## src/rtl/lkvt_pkg.sv

```systemverilog
// Shared types and codes for the linear key-value table.
`default_nettype none

package lkvt_pkg;

   // Operation codes carried on req_mode
   localparam logic [2:0] MODE_LOOKUP = 3'd0;
   localparam logic [2:0] MODE_FETCH  = 3'd1;
   localparam logic [2:0] MODE_WRITE  = 3'd2;
   localparam logic [2:0] MODE_DELETE = 3'd3;
   localparam logic [2:0] MODE_CLEAR  = 3'd4;

   // Result status codes
   localparam logic [1:0] STATUS_OK      = 2'd0;
   localparam logic [1:0] STATUS_MISSING = 2'd1;
   localparam logic [1:0] STATUS_FULL    = 2'd2;

   localparam int DataW  = 32;
   localparam int CountW = 7;

   // Partial search result handed from cell to cell along the row
   typedef struct packed {
      logic             hit;
      logic [DataW-1:0] value;
      logic [DataW-1:0] last_key;
      logic [DataW-1:0] last_value;
   } lkvt_wave_type;

   // Broadcast from the controller to every cell
   typedef struct packed {
      logic [DataW-1:0] key;
      logic             write_hit;
      logic             append;
      logic [DataW-1:0] data_key;
      logic [DataW-1:0] data_value;
   } lkvt_cmd_type;

endpackage

`default_nettype wire

```

## src/rtl/lkvt_ctrl.sv

```systemverilog
// Sequencer for the table: holds the item, times the search and commits the result.
`default_nettype none

module lkvt_ctrl #(
   parameter int CAPACITY = 64
) (
   input  wire logic                          clock,
   input  wire logic                          reset,
   input  wire logic                          start,
   output logic                               busy,
   input  wire logic [2:0]                    req_mode,
   input  wire logic [lkvt_pkg::DataW-1:0]    req_key,
   input  wire logic [lkvt_pkg::DataW-1:0]    req_write_value,
   input  wire lkvt_pkg::lkvt_wave_type       result_wave,
   output lkvt_pkg::lkvt_cmd_type             cmd,
   output logic [$clog2(CAPACITY+1)-1:0]      count,
   output logic                               rsp_valid,
   output logic                               rsp_found,
   output logic [lkvt_pkg::DataW-1:0]         rsp_value,
   output logic [1:0]                         rsp_status,
   output logic [lkvt_pkg::CountW-1:0]        rsp_count
);

   localparam int CntW = $clog2(CAPACITY + 1);
   localparam int ExtW = CntW + lkvt_pkg::CountW;

   localparam logic [1:0] ST_IDLE   = 2'd0;
   localparam logic [1:0] ST_SCAN   = 2'd1;
   localparam logic [1:0] ST_FINISH = 2'd2;

   logic [1:0]                 state_ff;
   logic [1:0]                 state_in;
   logic [CntW-1:0]            scan_ff;
   logic [CntW-1:0]            scan_in;
   logic [2:0]                 mode_ff;
   logic [2:0]                 mode_in;
   logic [lkvt_pkg::DataW-1:0] key_ff;
   logic [lkvt_pkg::DataW-1:0] key_in;
   logic [lkvt_pkg::DataW-1:0] wval_ff;
   logic [lkvt_pkg::DataW-1:0] wval_in;
   logic [CntW-1:0]            count_ff;
   logic [CntW-1:0]            count_in;

   logic                       rsp_valid_ff;
   logic                       rsp_valid_in;
   logic                       rsp_found_ff;
   logic                       rsp_found_in;
   logic [lkvt_pkg::DataW-1:0] rsp_value_ff;
   logic [lkvt_pkg::DataW-1:0] rsp_value_in;
   logic [1:0]                 rsp_status_ff;
   logic [1:0]                 rsp_status_in;
   logic [lkvt_pkg::CountW-1:0] rsp_count_ff;
   logic [lkvt_pkg::CountW-1:0] rsp_count_in;

   logic                       accept;
   logic                       full;
   logic [ExtW-1:0]            count_ext;

   assign busy   = state_ff != ST_IDLE;
   assign accept = start && !busy;
   assign full   = count_ff == CntW'(CAPACITY);

   // Sequence: latch the item, let the search cross every cell, then commit
   always_comb begin
      state_in = state_ff;
      scan_in  = scan_ff;
      mode_in  = mode_ff;
      key_in   = key_ff;
      wval_in  = wval_ff;
      case (state_ff)
         ST_IDLE: begin
            if (accept) begin
               state_in = ST_SCAN;
               scan_in  = '0;
               mode_in  = req_mode;
               key_in   = req_key;
               wval_in  = req_write_value;
            end
         end
         ST_SCAN: begin
            if (scan_ff == CntW'(CAPACITY - 1)) begin
               state_in = ST_FINISH;
            end else begin
               scan_in = scan_ff + CntW'(1);
            end
         end
         ST_FINISH: begin
            state_in = ST_IDLE;
         end
         default: begin
            state_in = ST_IDLE;
         end
      endcase
   end

   // Work out the table update and the result from the finished search
   always_comb begin
      cmd.key        = key_ff;
      cmd.write_hit  = 1'b0;
      cmd.append     = 1'b0;
      cmd.data_key   = key_ff;
      cmd.data_value = wval_ff;
      count_in       = count_ff;
      rsp_valid_in   = 1'b0;
      rsp_found_in   = result_wave.hit;
      rsp_value_in   = '0;
      rsp_status_in  = lkvt_pkg::STATUS_OK;
      if (state_ff == ST_FINISH) begin
         rsp_valid_in = 1'b1;
         case (mode_ff)
            lkvt_pkg::MODE_FETCH, lkvt_pkg::MODE_WRITE: begin
               if (result_wave.hit) begin
                  if (mode_ff == lkvt_pkg::MODE_WRITE) begin
                     cmd.write_hit = 1'b1;
                     rsp_value_in  = wval_ff;
                  end else begin
                     rsp_value_in  = result_wave.value;
                  end
               end else if (full) begin
                  rsp_status_in = lkvt_pkg::STATUS_FULL;
               end else begin
                  cmd.append = 1'b1;
                  count_in   = count_ff + CntW'(1);
                  if (mode_ff == lkvt_pkg::MODE_WRITE) begin
                     rsp_value_in = wval_ff;
                  end else begin
                     cmd.data_value = '0;
                  end
               end
            end
            lkvt_pkg::MODE_DELETE: begin
               if (result_wave.hit) begin
                  cmd.write_hit  = 1'b1;
                  cmd.data_key   = result_wave.last_key;
                  cmd.data_value = result_wave.last_value;
                  count_in       = count_ff - CntW'(1);
               end else begin
                  rsp_status_in = lkvt_pkg::STATUS_MISSING;
               end
            end
            lkvt_pkg::MODE_CLEAR: begin
               count_in     = '0;
               rsp_found_in = 1'b0;
            end
            default: begin
               if (result_wave.hit) begin
                  rsp_value_in = result_wave.value;
               end
            end
         endcase
      end
   end

   // Report the count in the field's seven bits
   assign count_ext    = ExtW'(count_in);
   assign rsp_count_in = count_ext[lkvt_pkg::CountW-1:0];

   always_ff @(posedge clock) begin
      if (reset) begin
         state_ff     <= ST_IDLE;
         count_ff     <= '0;
         rsp_valid_ff <= 1'b0;
      end else begin
         state_ff     <= state_in;
         count_ff     <= count_in;
         rsp_valid_ff <= rsp_valid_in;
      end
   end

   always_ff @(posedge clock) begin
      scan_ff       <= scan_in;
      mode_ff       <= mode_in;
      key_ff        <= key_in;
      wval_ff       <= wval_in;
      rsp_found_ff  <= rsp_found_in;
      rsp_value_ff  <= rsp_value_in;
      rsp_status_ff <= rsp_status_in;
      rsp_count_ff  <= rsp_count_in;
   end

   assign count      = count_ff;
   assign rsp_valid  = rsp_valid_ff;
   assign rsp_found  = rsp_found_ff;
   assign rsp_value  = rsp_value_ff;
   assign rsp_status = rsp_status_ff;
   assign rsp_count  = rsp_count_ff;

endmodule

`default_nettype wire

```

## config.mk

```make
export PLATFORM = sky130hd
export DESIGN_NAME = lkvt_ctrl
export DESIGN_NICKNAME = d
export VERILOG_FILES = /design/src/rtl/lkvt_pkg.sv /design/src/rtl/lkvt_ctrl.sv
export SDC_FILE = /design/constraint.sdc
export NUM_CORES = 1
export LEC_CHECK = 0
export BUFFER_PORTS_ARGS = -buffer_cell sky130_fd_sc_hd__buf_2
export CORE_ASPECT_RATIO = 1.2
export CORE_MARGIN = 2
export CORE_UTILIZATION = 30
export DETAILED_ROUTE_END_ITERATION = 16
export PLACE_DENSITY = 0.64
export SYNTH_ARGS = -nofsm -noshare
export SYNTH_HDL_FRONTEND = slang
export SYNTH_SLANG_ARGS = --single-unit
export TNS_END_PERCENT = 20
```

## constraint.sdc

```tcl
create_clock -name clock -period 4.3 [get_ports clock]
set_input_delay 0.215 -clock clock [delete_from_list [all_inputs] [get_ports clock]]
set_output_delay 0.215 -clock clock [all_outputs]
set_load 0.03 [all_outputs]
```

==> flow_metrics.py <==
metrics = {
    "timing": {
        "setup_viol": 0,
        "maxSlewHeadroom_pct": 40.23,
        "hold_violations": 0,
        "finClkSkew_ns": 0.01439,
        "final_max_slew_viol_count": 0,
        "rsz0062_at_grt": "false",
        "worstMarginPinSlew_ns": 0.8965,
        "fin_crit_sh_pct": 75.85,
        "fmax_mhz": 306.6,
        "period_minus_slack_ns": 3.261,
        "fin_tns_setup_ns": 0,
    },
    "critical_path": {
        "r2r_cells": 8,
        "worstReg2RegEnd": "rsp_value[20]",
        "cp.required_ns": 4.09,
        "regToRegSetupSlack_ns": 2.09,
        "worstSetupStartpoint": "mode_ff[2]",
        "cp_max_fo": 25,
        "crit_type": "flip-flop to output pin",
        "cp-endpoint": "cmd[49]",
        "cp-start-kind": "flip-flop",
        "cp.arrival_ns": 3.05,
        "worstReg2RegStart": "count[0]",
        "endpoint_kind": "output pin",
    },
    "synth": {
        "ys_seq_area_share_pct": 62.68,
        "yosysUniqueCellTypes": 51,
        "synth_warnings": 0,
        "ys_async_sr_fraction_pct": 0,
        "synth_cells": 413,
        "syn-num-nets": 584,
        "synth_edf_count": 74,
        "syn_area_mm2": 0.005206,
        "yosys_register_bits": 126,
        "synth_flop_cell": "edfxtp_1",
        "synth_area_per_cell_um2": 12.61,
    },
    "pwr": {
        "power_leakage_uw": 0.003724,
        "worst_ir_drop_vdd_mv": 0.2845,
        "power.density_mw_per_mm2": 385.2,
    },
    "finish": {
        "nNetsFinal": 963,
        "area.growth.synth_to_final_pct": 59.00,
        "drive_gt1_share_pct": 49.44,
        "instances_no_fill": 1026,
        "post-route-cell-area_mm2": 0.008278,
    },
    "die": {
        "start_util_pct": 30.78,
        "die_w_um": 124.3,
        "fp-row-count": 52,
        "ios": 316,
        "die_y_um": 148.3,
        "die-area_mm2": 0.01843,
        "core_mm2": 0.01692,
    },
    "clock_tree": {
        "clkSlewWorstSetupHoldPaths_ns": 0.06,
        "cts_buffer_depth": 2,
        "clk_latency_ns": 0.41,
        "cts_tree": "done",
        "cts_setup_buffers": 0,
        "cts_resized": 0,
        "htree_levels": 4,
        "cts_buffers": 17,
        "clock_sinks": 126,
        "cts-root-buf": "clkbuf_16",
    },
    "placed_design": {
        "dp_cells": 922,
        "hpwl_um": 13760,
        "routabilityCongestion": 0.8992,
        "io_buffers": 315,
        "dpl_cell_area_mm2": 0.007007,
    },
    "hold_path": {
        "min_path_type": "input pin to flip-flop",
        "hold_path_depth": 3,
    },
    "outcome": {
        "status": "finished clean",
    },
    "route": {
        "drt_drc_violations_left": 0,
        "wirelength_um": 18700,
        "ant_nets": 0,
        "drtPass1Iterations": 5,
        "wl_per_cell_um": 18.22,
        "num_vias": 4958,
        "drtIter0Drc": 396,
        "vias_per_cell": 4.832,
    },
    "global_routing": {
        "grt_pass1_wl_um": 27590,
        "grt_pass1_vias": 4991,
        "antenna_found_initial": 7,
        "grt_usage_pct": 19.54,
        "overflow": 0,
        "grt_max_degree": 68,
    },
    "run": {
        "drv_cap": 0,
    },
}
worst max-delay path, cell delays in order (launching register included):
cell      delay (ns)
edfxtp_1        0.50
nand3b_1        0.44
nor2_4          0.68
buf_4           0.42
mux2_2          0.39
buf_2           0.18
per-layer routing:
metal	vias up	track usage [%]	share of wire [%]	routed length [um]
met3	33	5.935	7.1	1333
met1	2343	22.74	39	7213
li1	2338	-	-	-
met5	-	0	0.070	13
met2	242	33.85	52	9650
met4	2	7.640	2.6	485
final cells by class:
class / count / area (um^2)
repair buffers: 388 / 2292
clock inverters: 15 / 162.7
diodes: 5 / 12.51
clock buffers: 17 / 425.4
inverters: 7 / 26.28
flip-flops and latches: 126 / 3263
well taps: 216 / 270.3
multi-input cells: 252 / 1826
fillers: 1519 / 8638
cells in the mapped netlist (3+ instances only):
cell type | count | area share, %
or2_2 | 3 | 0.36
nor3b_1 | 3 | 0.43
xor2_1 | 3 | 0.50
nor2_1 | 49 | 3.5
nor4_1 | 3 | 0.36
nand2_1 | 11 | 0.79
o21ai_0 | 5 | 0.48
a22o_1 | 33 | 5.6
mux2_2 | 32 | 6.9
nor2b_1 | 4 | 0.48
ha_1 | 4 | 0.96
a21oi_1 | 10 | 0.96
edfxtp_1 | 74 | 43
a22oi_1 | 33 | 4.8
nand3_1 | 4 | 0.38
and3_1 | 3 | 0.36
inv_1 | 7 | 0.50
clkbuf_1 | 16 | 1.2
dfxtp_1 | 52 | 20
xnor2_1 | 4 | 0.67
nor3_1 | 10 | 0.96
buf_2 | 9 | 0.87
how the worst min path moves through the flow:
stage                     to            start  slack [ns]
3_5_place_dp      key_ff[21]      req_key[21]        0.39
4_1_cts         rsp_value[8]  result_wave[72]        0.02
6_report       rsp_value[26]  result_wave[90]        0.04
2_1_floorplan      key_ff[0]       req_key[0]        0.31
3_3_place_gp       key_ff[8]       req_key[8]        0.39
5_1_grt         rsp_value[8]  result_wave[72]        0.04
stage by stage:
stage	worst slack (ns)	utilization, %	total power, uW	hold WS [ns]
finish	1.039	48.93	3189	0.03615
global route	0.8712	48.92	3313	0.04306
CTS	1.026	48.86	3215	0.02023
detailed placement	1.483	41.42	1745	0.3931
global placement	1.554	41.42	1745	0.3911
floorplan	0.2587	-	1591	0.3139
cell families (layout without fill, tap and decap cells):
kind of cell	Yosys count	after routing	synth area share (%)
buf+inv	35	427	2.812
compound gates	101	101	14.85
fa+ha+maj	4	4	0.9613
flops	126	126	62.68
xor+xnor	7	7	1.178
mux	33	33	7.114
simple gates	107	107	10.41
other cells	0	5	0
state kept, by name, indices dropped and copies added, names as in the netlist:
signal	cells
rsp_status	2
state_ff	2
key_ff	32
rsp_found	1
rsp_valid	1
wval_ff	32
scan_ff	7
count	7
rsp_value	32
mode_ff	3
rsp_count	7
power by group:
part           total [uW]  switching (uW)  internal, uW
registers            1370            32.9          1330
clock network        1420             555           861
logic                 407             229           178
cells in the final DEF (no fill, tap or decap), types with 4 or more instances in the layout:
master	n
nand2_1	11
nor2b_1	4
dlygate4sd3_1	67
a22oi_1	33
o21ai_0	5
inv_6	4
clkbuf_16	17
xnor2_1	4
buf_2	315
nor3_1	9
dfxtp_1	52
nand3_1	4
nor2_1	47
a22o_1	33
edfxtp_1	74
mux2_2	32
inv_1	7
diode_2	5
clkinv_4	5
a21oi_1	10
buf_4	6
ha_1	4
repair_timing:
item / in CTS / in global routing
hold buffers: 67 / 0
setup endpoints to repair: 0 / 0
endpoints found under the hold margin: 67 / 0
Power figures use the tool's default switching activity.
