==> src/rtl/lkvt_pkg.sv <==
// Shared types and codes for the linear key-value table.
`default_nettype none

package lkvt_pkg;

   // Operation codes carried on req_mode
   localparam logic [2:0] MODE_LOOKUP = 3'd0;
   localparam logic [2:0] MODE_FETCH  = 3'd1;
   localparam logic [2:0] MODE_WRITE  = 3'd2;
   localparam logic [2:0] MODE_DELETE = 3'd3;
   localparam logic [2:0] MODE_CLEAR  = 3'd4;

   // Result status codes
   localparam logic [1:0] STATUS_OK      = 2'd0;
   localparam logic [1:0] STATUS_MISSING = 2'd1;
   localparam logic [1:0] STATUS_FULL    = 2'd2;

   localparam int DataW  = 32;
   localparam int CountW = 7;

   // Partial search result handed from cell to cell along the row
   typedef struct packed {
      logic             hit;
      logic [DataW-1:0] value;
      logic [DataW-1:0] last_key;
      logic [DataW-1:0] last_value;
   } lkvt_wave_type;

   // Broadcast from the controller to every cell
   typedef struct packed {
      logic [DataW-1:0] key;
      logic             write_hit;
      logic             append;
      logic [DataW-1:0] data_key;
      logic [DataW-1:0] data_value;
   } lkvt_cmd_type;

endpackage

`default_nettype wire

==> src/rtl/lkvt_cell.sv <==
// One table entry: holds a key and value, matches the query and passes the search on.
`default_nettype none

module lkvt_cell #(
   parameter int CAPACITY = 64,
   parameter int INDEX    = 0
) (
   input  wire logic                             clock,
   input  wire lkvt_pkg::lkvt_cmd_type           cmd,
   input  wire logic [$clog2(CAPACITY+1)-1:0]    count,
   input  wire lkvt_pkg::lkvt_wave_type          prev_wave,
   output lkvt_pkg::lkvt_wave_type               next_wave
);

   localparam int CntW = $clog2(CAPACITY + 1);

   logic [lkvt_pkg::DataW-1:0] key_ff;
   logic [lkvt_pkg::DataW-1:0] key_in;
   logic [lkvt_pkg::DataW-1:0] value_ff;
   logic [lkvt_pkg::DataW-1:0] value_in;
   lkvt_pkg::lkvt_wave_type    wave_ff;
   lkvt_pkg::lkvt_wave_type    wave_in;

   logic occupied;
   logic is_last;
   logic is_tail;
   logic hit;
   logic load;

   // Decode this slot's position against the entry count
   assign occupied = count > CntW'(INDEX);
   assign is_last  = count == CntW'(INDEX + 1);
   assign is_tail  = count == CntW'(INDEX);
   assign hit      = occupied && (key_ff == cmd.key);

   // Merge this entry into the passing search result
   always_comb begin
      wave_in = prev_wave;
      if (hit) begin
         wave_in.hit   = 1'b1;
         wave_in.value = value_ff;
      end
      if (is_last) begin
         wave_in.last_key   = key_ff;
         wave_in.last_value = value_ff;
      end
   end

   // Overwrite on a hit update, or take a fresh entry at the tail
   assign load     = (cmd.write_hit && hit) || (cmd.append && is_tail);
   assign key_in   = load ? cmd.data_key : key_ff;
   assign value_in = load ? cmd.data_value : value_ff;

   always_ff @(posedge clock) begin
      key_ff   <= key_in;
      value_ff <= value_in;
      wave_ff  <= wave_in;
   end

   assign next_wave = wave_ff;

endmodule

`default_nettype wire

==> config.mk <==
export PLATFORM = sky130hd
export DESIGN_NAME = lkvt_cell
export DESIGN_NICKNAME = d
export VERILOG_FILES = /design/src/rtl/lkvt_pkg.sv /design/src/rtl/lkvt_cell.sv
export SDC_FILE = /design/constraint.sdc
export NUM_CORES = 1
export LEC_CHECK = 0
export BUFFER_PORTS_ARGS = -buffer_cell sky130_fd_sc_hd__buf_2
export CAP_MARGIN = 20
export CORE_MARGIN = 4
export CORE_UTILIZATION = 40
export DETAILED_ROUTE_END_ITERATION = 10
export PLACE_DENSITY = 0.8
export SLEW_MARGIN = 20
export SYNTH_ARGS = -nofsm -noshare
export SYNTH_HDL_FRONTEND = slang
export SYNTH_SLANG_ARGS = --single-unit
==> constraint.sdc <==
create_clock -name clock -period 4.4 [get_ports clock]
set_clock_uncertainty 0.2 [all_clocks]
set_input_delay 0 -clock clock [delete_from_list [all_inputs] [get_ports clock]]
set_output_delay 0 -clock clock [all_outputs]
set_load 0.005 [all_outputs]
==> results of run 1 <==
==> layout make-up <==
class | instances | area (sq um)
Clock buffer | 25 | 518
Fill cell | 817 | 3940
Sequential cell | 161 | 3860
Antenna cell | 4 | 10.0
Tap cell | 176 | 220
Clock inverter | 7 | 93.8
Multi-Input combinational cell | 148 | 1620
Inverter | 1 | 3.75
Timing Repair Buffer | 463 | 3130
==> state kept, by name (all words and copies together) (netlist names) <==
| signal | count |
|---|---|
| next_wave | 97 |
| value_ff | 32 |
| key_ff | 32 |
==> worst max path at each step <==
stage / start / endpoint / slack, ns / cells after the start
final: key_ff[5] / value_ff[0] / 1.52 / 6
after global routing: key_ff[5] / value_ff[11] / 1.35 / 6
after CTS: key_ff[5] / value_ff[4] / 1.48 / 6
after detailed placement: key_ff[5] / value_ff[17] / 1.50 / 6
after global placement: key_ff[5] / value_ff[18] / 1.57 / 6
after floorplan: key_ff[5] / key_ff[0] / 0.98 / 5
==> placed cells by master, fill, tap and decap left out <==
master         count
clkbuf_1           4
clkinv_4           1
xor2_1            32
nor4_1             9
or2_2              1
buf_2            299
inv_6              1
or4_4              2
dfxtp_1           97
nand3_2            1
inv_4              1
a2bb2o_2           1
bufinv_16          2
nor4_4             1
edfxtp_1          64
inv_1              1
nand2_1            3
diode_2            4
clkbuf_16         19
buf_4              3
mux2_4            29
dlygate4sd3_1    161
nand2_2            1
mux2_2            67
clkbuf_8           2
nor3_1             1
clkinv_2           2
==> stage by stage <==
step	hold WS, ns	util	instance area [sq um]	power (mW)	setup slack, ns
floorplan	-0.101	-	5550	1.71	0.982
global placement	-0.0237	0.539	7230	1.86	1.57
detailed placement	-0.0219	0.539	7230	1.87	1.50
CTS	0.0697	0.705	9450	3.48	1.48
global route	0.0877	0.706	9460	3.60	1.35
finish	0.0914	0.706	9460	3.47	1.52
==> power groups by stage <==
stage                     logic (mW)  clock network [mW]  registers (mW)
final                          0.347                1.51            1.62
after global placement         0.216                   0            1.65
after global routing           0.372                1.60            1.62
after detailed placement       0.223                   0            1.65
after floorplan               0.0611                   0            1.65
after CTS                      0.336                1.53            1.62
==> routing by layer <==
metal  vias up  share of wire  global-route usage
met5         -              0                   0
met4         0          0.032               0.103
met3        44          0.070              0.0635
met2       246           0.54               0.449
met1      2170           0.35               0.237
li1       2104              -                   -
==> timing repair <==
action | CTS | global route
hold buffers | 161 | 0
hold endpoints to repair | 161 | 0
setup buffers | 0 | 0
==> worst max-delay path: stages, from the launching register on <==
cell,delay (ns)
edfxtp_1,0.40
xor2_1,0.16
nor4_1,0.41
nand3_2,0.18
nor4_1,0.26
a2bb2o_2,0.19
buf_4,0.67
==> cells by family (layout without fill, tap and decap cells) <==
| logic type | Yosys count | after routing | synth area share |
|---|---|---|---|
| XOR/XNOR | 32 | 32 | 0.0505 |
| buffers and inverters | 10 | 496 | 0.0122 |
| multiplexers | 96 | 96 | 0.214 |
| flip-flops | 161 | 161 | 0.696 |
| other | 0 | 4 | 0 |
| AND/OR/NAND/NOR | 19 | 19 | 0.0246 |
| AO/OA/AOI/OAI | 1 | 1 | 0.00180 |
==> synth_stat cells <==
master,instances
nor4_4,1
nor4_1,9
inv_1,1
nor3_1,1
nand3_2,1
a2bb2o_1,1
xor2_1,32
buf_6,1
nand2_1,4
edfxtp_1,64
mux2_4,29
clkbuf_1,6
buf_8,2
mux2_2,67
or2_2,1
or4_4,2
dfxtp_1,97
==> results.toml, run 1 <==
[grt]
overflow = 0
grt_pass1_vias = 5393
antenna_found_initial = 4
grtUsageTotal = 0.235
grt_max_degree = 65
grt_first_pass_wirelength_microns = 28600

[worst_setup_path]
r2r_setup_slack_ns = 1.52
worstSetupPathType = "reg -> reg"
cp-end-kind = "register"
reg2regPathDepth = 6
crit_path_start_kind = "register"
path_max_fanout = 64
crit_arrival_ns = 2.71
required_ns = 4.23
r2r_end = "value_ff[0]"
timing.rr.start = "key_ff[5]"

[clock_tree]
clk_latency_ns = 0.41
cts_tree = "done"
htree_levels = 4
clockBufferDepth = 2
cts_resized = 0
clk_root_buffer_cell = "clkbuf_16"
path_clk_slew_ns = 0.06
clkSinkCount = 161
cts_buffers = 17

[detailed_routing]
dr.first_iter.drc_count = 166
first_pass_iters = 4
viasPerCell = 4.63
via_count = 4564
wl_microns = 18700
ant_nets = 0
drc_errors = 0
wl_per_cell_microns = 19.0

[place]
place_inst = 788
dp_hpwl_microns = 11000
place_congestion = 0.901
portBuffers = 299

[floorplanning]
rows = 42
fp.dieH_microns = 126
die-area_sq_um = 15800
start_util = 0.414
die_w_microns = 126
core_sq_um = 13400
ios = 300

[layout]
fin_nets = 995
area_delta_synth_final_pct = 70.5
fin_cells = 985
drive_gt1_frac = 0.538

[timing]
period_minus_slack_ns = 2.88
worstMarginPinSlew_ns = 0.933
fin_setup_tns_ns = 0
max_slew_margin = 0.378
rsz0062_at_grt = "false"
slew_violations = 0
max_freq_mhz = 348
setup_viol = 0
final_hold_viol_count = 0
fin_crit_sh = 0.654

[min_path]
min_to = "key_ff[9]"
hold_path_class = "in -> reg"
holdPathStages = 2
hold_start = "cmd[41]"

[pwr]
combPwrFrac = 0.100
power.net_switching_mw = 0.697
pwr-share-clk = 0.434
pwr-share-seq = 0.466
vdd_drop_max_uv = 234
p_leak_nw = 4.22
p_sw_frac = 0.201
p_per_area_nw_per_um2 = 367
intPower_mw = 2.77

[flow_run]
max_cap_violations = 0

[logic_synthesis]
synth_top_cell_by_area = "dfxtp_1"
synth_cell_types = 17
syn_area_sq_um = 5550
yosysTopAreaCellShare = 0.350
yosysWarnings = 0
yosysSeqAreaShare = 0.696
syn_avg_cell_area_sq_um = 17.4
synth.area.top_cells = "dfxtp_1, edfxtp_1, mux2_2"
synth_nets = 522
ys_ff_latch = 161
syn_inst = 319

[outcome]
status = "completed"
Power figures use the tool's default switching activity.
==> run 2, diff against run 1 <==
--- a/config.mk
+++ b/config.mk
@@ -5,12 +5,13 @@
 export SDC_FILE = /design/constraint.sdc
 export NUM_CORES = 1
 export LEC_CHECK = 0
+export ABC_AREA = 1
 export BUFFER_PORTS_ARGS = -buffer_cell sky130_fd_sc_hd__buf_2
 export CAP_MARGIN = 20
 export CORE_MARGIN = 4
 export CORE_UTILIZATION = 40
 export DETAILED_ROUTE_END_ITERATION = 10
-export PLACE_DENSITY = 0.8
+export PLACE_DENSITY = 0.79
 export SLEW_MARGIN = 20
 export SYNTH_ARGS = -nofsm -noshare
 export SYNTH_HDL_FRONTEND = slang
==> constraint.sdc (replaced) <==
create_clock -name clock -period 2.9 [get_ports clock]
set_clock_uncertainty 0.2 [all_clocks]
set_input_delay 0 -clock clock [delete_from_list [all_inputs] [get_ports clock]]
set_output_delay 0 -clock clock [all_outputs]
set_load 0.005 [all_outputs]
==> run 2 against run 1 <==
  * Synthesized cell count is 51% higher
  * First-iteration DRC count is 79% higher
  * Critical path depth is 4 higher
  * Sequential power is 51% higher
  * Final cell count grew 16%
  * Final area grew 2.2%
  * Worst setup slack got worse by 0.99 ns
  * Count of clock-buffer cells in the layout shrank 8
  * Maximum frequency up 22%
  * Critical path type unchanged
  * Largest cell class unchanged
==> results.toml, run 2 <==
[worst_setup_path]
max_stage_delay_ns = 0.40
cp-end-kind = "register"
crit_arrival_ns = 2.47
cp_cell_sequence = "xnor2_1 -> nand2_1 -> nor2_1 -> nand2_1 -> nor2_4 -> buf_4 -> nand3_2 -> buf_4 -> nand2_1 -> nand2_1"
crit_slowest_cell = "edfxtp_1"
reg2regPathDepth = 10
path_max_fanout = 23
worstSetupPathType = "reg -> reg"
r2r_setup_slack_ns = 0.54
crit_path_start_kind = "register"
path_common_cell = "nand2_1"
required_ns = 3.00

[place]
place_inst = 949
portBuffers = 299
place_congestion = 0.817
dp_hpwl_microns = 12100

[layout]
final_cell_mix = "buf_2, dlygate4sd3_1, nand2_1, dfxtp_1, edfxtp_1"
drive_gt1_frac = 0.409
post-route-util = 0.694
largest_register_ffs = 97
fillers = 908
fin_nets = 1152
antenna-diode-count = 0
area_delta_synth_final_pct = 69.3
fin_cells = 1142
final_common_cell = "buf_2"
multi_input_comb_area_sq_um = 1630
seq_area_sq_um = 3860

[timing]
worstMarginPinSlew_ns = 0.421
final_hold_viol_count = 0
rsz0062_at_grt = "false"
whs_ns = 0.00895
slew_violations = 0
setup_viol = 0
max_slew_margin = 0.719
fin_setup_tns_ns = 0
max_freq_mhz = 423
period_minus_slack_ns = 2.36
fin_crit_sh = 0.815

[logic_synthesis]
ys_ff_latch = 161
ys_top_cells_by_count = "nand2_1, dfxtp_1, edfxtp_1"
yosysSeqAreaShare = 0.677
yosysMostFrequentCell = "nand2_1"
synth.area.top_cells = "dfxtp_1, edfxtp_1, mux2_2"
syn_inst = 481
syn_area_sq_um = 5710
synth-async-reset-ratio = 0
yosysWarnings = 0
syn_avg_cell_area_sq_um = 11.9
synth_cell_types = 19
synth_flop_cell = "dfxtp_1"
synth_nets = 684
synth_top_cell_by_area = "dfxtp_1"
synth-edff-count = 64
yosysTopAreaCellShare = 0.340

[grt]
grt_pass1_vias = 6039
overflow = 0
grt_max_degree = 78
antenna_found_initial = 0
grtUsageTotal = 0.251
grt_first_pass_wirelength_microns = 31300

[detailed_routing]
drc_errors = 0
via_count = 5491
wl_microns = 20500
viasPerCell = 4.81
first_pass_iters = 5
dr.first_iter.drc_count = 297
wl_per_cell_microns = 17.9
ant_nets = 0

[pwr]
p_per_area_nw_per_um2 = 554
vdd_drop_max_uv = 622
p_leak_nw = 4.53

[clock_tree]
clk_root_buffer_cell = "clkbuf_16"
path_clk_slew_ns = 0.06
cts_resized = 0
cts_tree = "done"
clkSinkCount = 161
clk_latency_ns = 0.42
post_cts_buffers = 0
clockBufferDepth = 2
htree_levels = 4
cts_buffers = 17
cts_hold_buf = 161

[flow_run]
max_cap_violations = 0

[floorplanning]
core_sq_um = 13900
rows = 43
ios = 300
start_util = 0.410
die-area_sq_um = 16200
fp.dieH_microns = 127
die_w_microns = 127

[outcome]
status = "completed"

[min_path]
holdPathStages = 3
hold_path_class = "in -> reg"
-- run 2: cell count changes in the layout (fill, tap and decap cells not counted), moves of 9 or more --
cell | previous run | this run
nand4_1 | 0 | 35
xor2_1 | 32 | 4
nor2_1 | 0 | 9
inv_1 | 1 | 31
o21ai_0 | 0 | 13
xnor2_1 | 0 | 15
nand2_1 | 3 | 135
nor4_1 | 9 | 0
mux2_4 | 29 | 0
mux2_2 | 67 | 47
-- run 2: final timing paths --
path,startpoint,to
worst min-delay path,cmd[64],key_ff[11]
worst max register to register,key_ff[27],next_wave[83]
worst min register to register,value_ff[2],next_wave[2]
worst max-delay path,key_ff[27],next_wave[83]
-- run 2: layout make-up --
| class | instances | area share |
|---|---|---|
| sequential | 161 | 0.400 |
| timing repair buffer | 469 | 0.331 |
| clock inverter | 15 | 0.0211 |
| multi-input combinational | 269 | 0.169 |
| clock buffer | 17 | 0.0440 |
| tap | 180 | 0.0233 |
| inverter | 31 | 0.0120 |
-- run 2: logic make-up (layout without fill, tap and decap cells) --
family / Yosys count / count (layout) / share of synthesized area
DFF: 161 / 161 / 0.677
and+or+nand+nor: 186 / 186 / 0.144
xor gates and xnor gates: 19 / 19 / 0.0291
muxes: 51 / 51 / 0.101
buffers and inverters: 51 / 532 / 0.0386
AOI/OAI and AO/OA: 13 / 13 / 0.0114
-- run 2: worst max-delay path, delay by kind of cell (launching register included) --
| family | cells | cell delay, ns |
|---|---|---|
| flip-flops | 1 | 0.40 |
| buffers and inverters | 2 | 0.58 |
| XOR/XNOR | 1 | 0.17 |
| AND/OR/NAND/NOR | 7 | 0.88 |
-- run 2: stage by stage --
stage               worst slack (ns)  instance area, sq um  total power [mW]
CTS                            0.593                  9670              5.37
global route                   0.368                  9670              5.55
global placement               0.638                  7430              2.82
detailed placement             0.615                  7430              2.83
finish                         0.536                  9670              5.36
floorplan                      0.278                  5710              2.60
-- run 2: layer usage --
| layer | up-vias | part of all wire | global-route usage |
|---|---|---|---|
| met3 | 75 | 0.074 | 0.0690 |
| met5 | - | 0 | 0 |
| li1 | 2550 | - | - |
| met4 | 0 | 0.045 | 0.133 |
| met2 | 311 | 0.54 | 0.466 |
| met1 | 2555 | 0.34 | 0.254 |
-- run 2: where the power goes --
part,switching [mW],internal (mW),leakage (nW),total (mW)
Clock,0.927,1.45,0.299,2.38
Sequential,0.0230,2.43,1.39,2.45
Combinational,0.186,0.341,2.84,0.527
Total,1.14,4.22,4.53,5.36
==> run 3, diff against run 2 <==
==> constraint.sdc (replaced) <==
create_clock -name clock -period 2.5 [get_ports clock]
set_clock_uncertainty 0.2 [all_clocks]
set_input_delay 0 -clock clock [delete_from_list [all_inputs] [get_ports clock]]
set_output_delay 0 -clock clock [all_outputs]
set_load 0.005 [all_outputs]
==> run 3 against run 2 <==
  * Hold slack better by 0.025 ns
  * Utilization is 0.50 points higher
  * Register-to-register slack worse by 0.38 ns
  * Power is 14% higher
  * Final area is 0.72% higher
  * Combinational power is 16% higher
  * Highest routed layer unchanged
  * Count of clock-buffer cells in the layout is 3 higher
  * Non-clock buffer count is 6 higher
  * Critical path depth is 2 higher
  * Sequential power is 16% higher
==> results.toml, run 3 (synthesis gave the netlist of run 2 again) <==
[clock_tree]
cts_tree = "done"
htree_levels = 4
clk_root_buffer_cell = "clkbuf_16"
post_cts_buffers = 0
path_clk_slew_ns = 0.06
clockBufferDepth = 2
clkSinkCount = 161
cts_buffers = 17
clk_latency_ns = 0.42

[layout]
fin_area_sq_um = 9740
largest_register_ffs = 97
fin_nets = 1158
final_cell_mix = "buf_2, dlygate4sd3_1, nand2_1, dfxtp_1, edfxtp_1"
final_common_cell = "buf_2"
area_delta_synth_final_pct = 70.6
post-route-util = 0.699
drive_gt1_frac = 0.404

[outcome]
status = "completed"

[worst_setup_path]
required_ns = 2.61
path_max_fanout = 6
worstSetupPathType = "reg -> reg"
reg2regPathDepth = 12
timing.rr.start = "key_ff[26]"
crit_path_start_kind = "register"
r2r_end = "next_wave[93]"
crit_arrival_ns = 2.45
cp-end-kind = "register"
r2r_setup_slack_ns = 0.16

[place]
dp_hpwl_microns = 12300
portBuffers = 299
place_congestion = 0.821
placed_area_sq_um = 7450

[floorplanning]
start_util = 0.410
die_w_microns = 127
die-area_sq_um = 16200
core_sq_um = 13900
ios = 300
rows = 43
fp.dieH_microns = 127

[detailed_routing]
ant_nets = 0
wl_per_cell_microns = 17.7
drc_errors = 0
first_pass_iters = 4
via_count = 5517
wl_microns = 20400
dr.first_iter.drc_count = 317
viasPerCell = 4.80

[min_path]
hold_path_class = "in -> reg"
holdPathStages = 6
min_to = "next_wave[90]"
hold_start = "count[0]"

[grt]
grt_pass1_vias = 5989
grtUsageTotal = 0.245
antenna_found_initial = 2
grt_first_pass_wirelength_microns = 30200
grt_max_degree = 78
overflow = 0

[pwr]
vdd_drop_max_uv = 576
p_per_area_nw_per_um2 = 629
p_leak_nw = 4.56

[timing]
setup_viol = 0
fin_crit_sh = 0.936
worstMarginPinSlew_ns = 0.404
final_hold_viol_count = 0
period_minus_slack_ns = 2.34
fin_setup_tns_ns = 0
rsz0062_at_grt = "false"
slew_violations = 0
max_freq_mhz = 427
max_slew_margin = 0.731

[flow_run]
max_cap_violations = 0
run 3: report_power, final:
group	switching, mW	internal (mW)	leakage [nW]	total [mW]
sequential	0.0271	2.82	1.39	2.84
clock	1.01	1.66	0.287	2.67
combinational	0.212	0.400	2.87	0.613
total	1.25	4.88	4.56	6.12
run 3: what timing repair did:
item	4_1_cts	5_1_grt
hold endpoints to repair	161	0
hold buffers	166	0
setup endpoints to repair	0	5
resized for setup	0	6
run 3: area by class of cell:
cell class                 count  area [sq um]
antenna                        2          5.00
clock buffer                  20           437
clock inverter                12           165
fill                         932          4200
inverter                      31           116
multi-input combinational    269          1650
sequential                   161          3860
tap                          180           225
timing repair buffer         475          3280
run 3: worst max-delay path, stage by stage, from the launching register on:
cell	delay (ns)
edfxtp_1	0.42
inv_2	0.09
nand2_1	0.07
nand2_1	0.06
nand2_1	0.05
nor2_1	0.11
nand2_2	0.09
nor2_4	0.18
buf_6	0.15
nand3_4	0.11
nand2_1	0.09
dlygate4sd3_1	0.55
nand2_1	0.06
run 3: how the worst max path moves through the flow:
stage | slack (ns) | cells after the start | startpoint | to
6_report | 0.16 | 12 | key_ff[26] | next_wave[93]
5_1_grt | 0.005 | 12 | key_ff[26] | next_wave[94]
4_1_cts | 0.11 | 10 | key_ff[13] | next_wave[94]
3_5_place_dp | 0.39 | 10 | key_ff[23] | key_ff[21]
3_3_place_gp | 0.41 | 10 | key_ff[11] | value_ff[23]
2_1_floorplan | 0.17 | 10 | key_ff[11] | key_ff[0]
run 3: through the flow:
step	cells	hold slack (ns)	setup WS (ns)	total power, mW
after global placement	950	-0.0231	0.407	3.27
after CTS	1148	0.0441	0.111	6.12
after global routing	1150	0.0372	0.00547	6.33
after detailed placement	950	-0.0219	0.394	3.28
after floorplan	481	-0.107	0.169	3.01
final	1150	0.0335	0.160	6.12
run 3: metal layers:
layer / track usage / part of all wire
met4: 0.129 / 0.046
met2: 0.463 / 0.55
met5: 0 / 0
met1: 0.236 / 0.34
met3: 0.0732 / 0.071
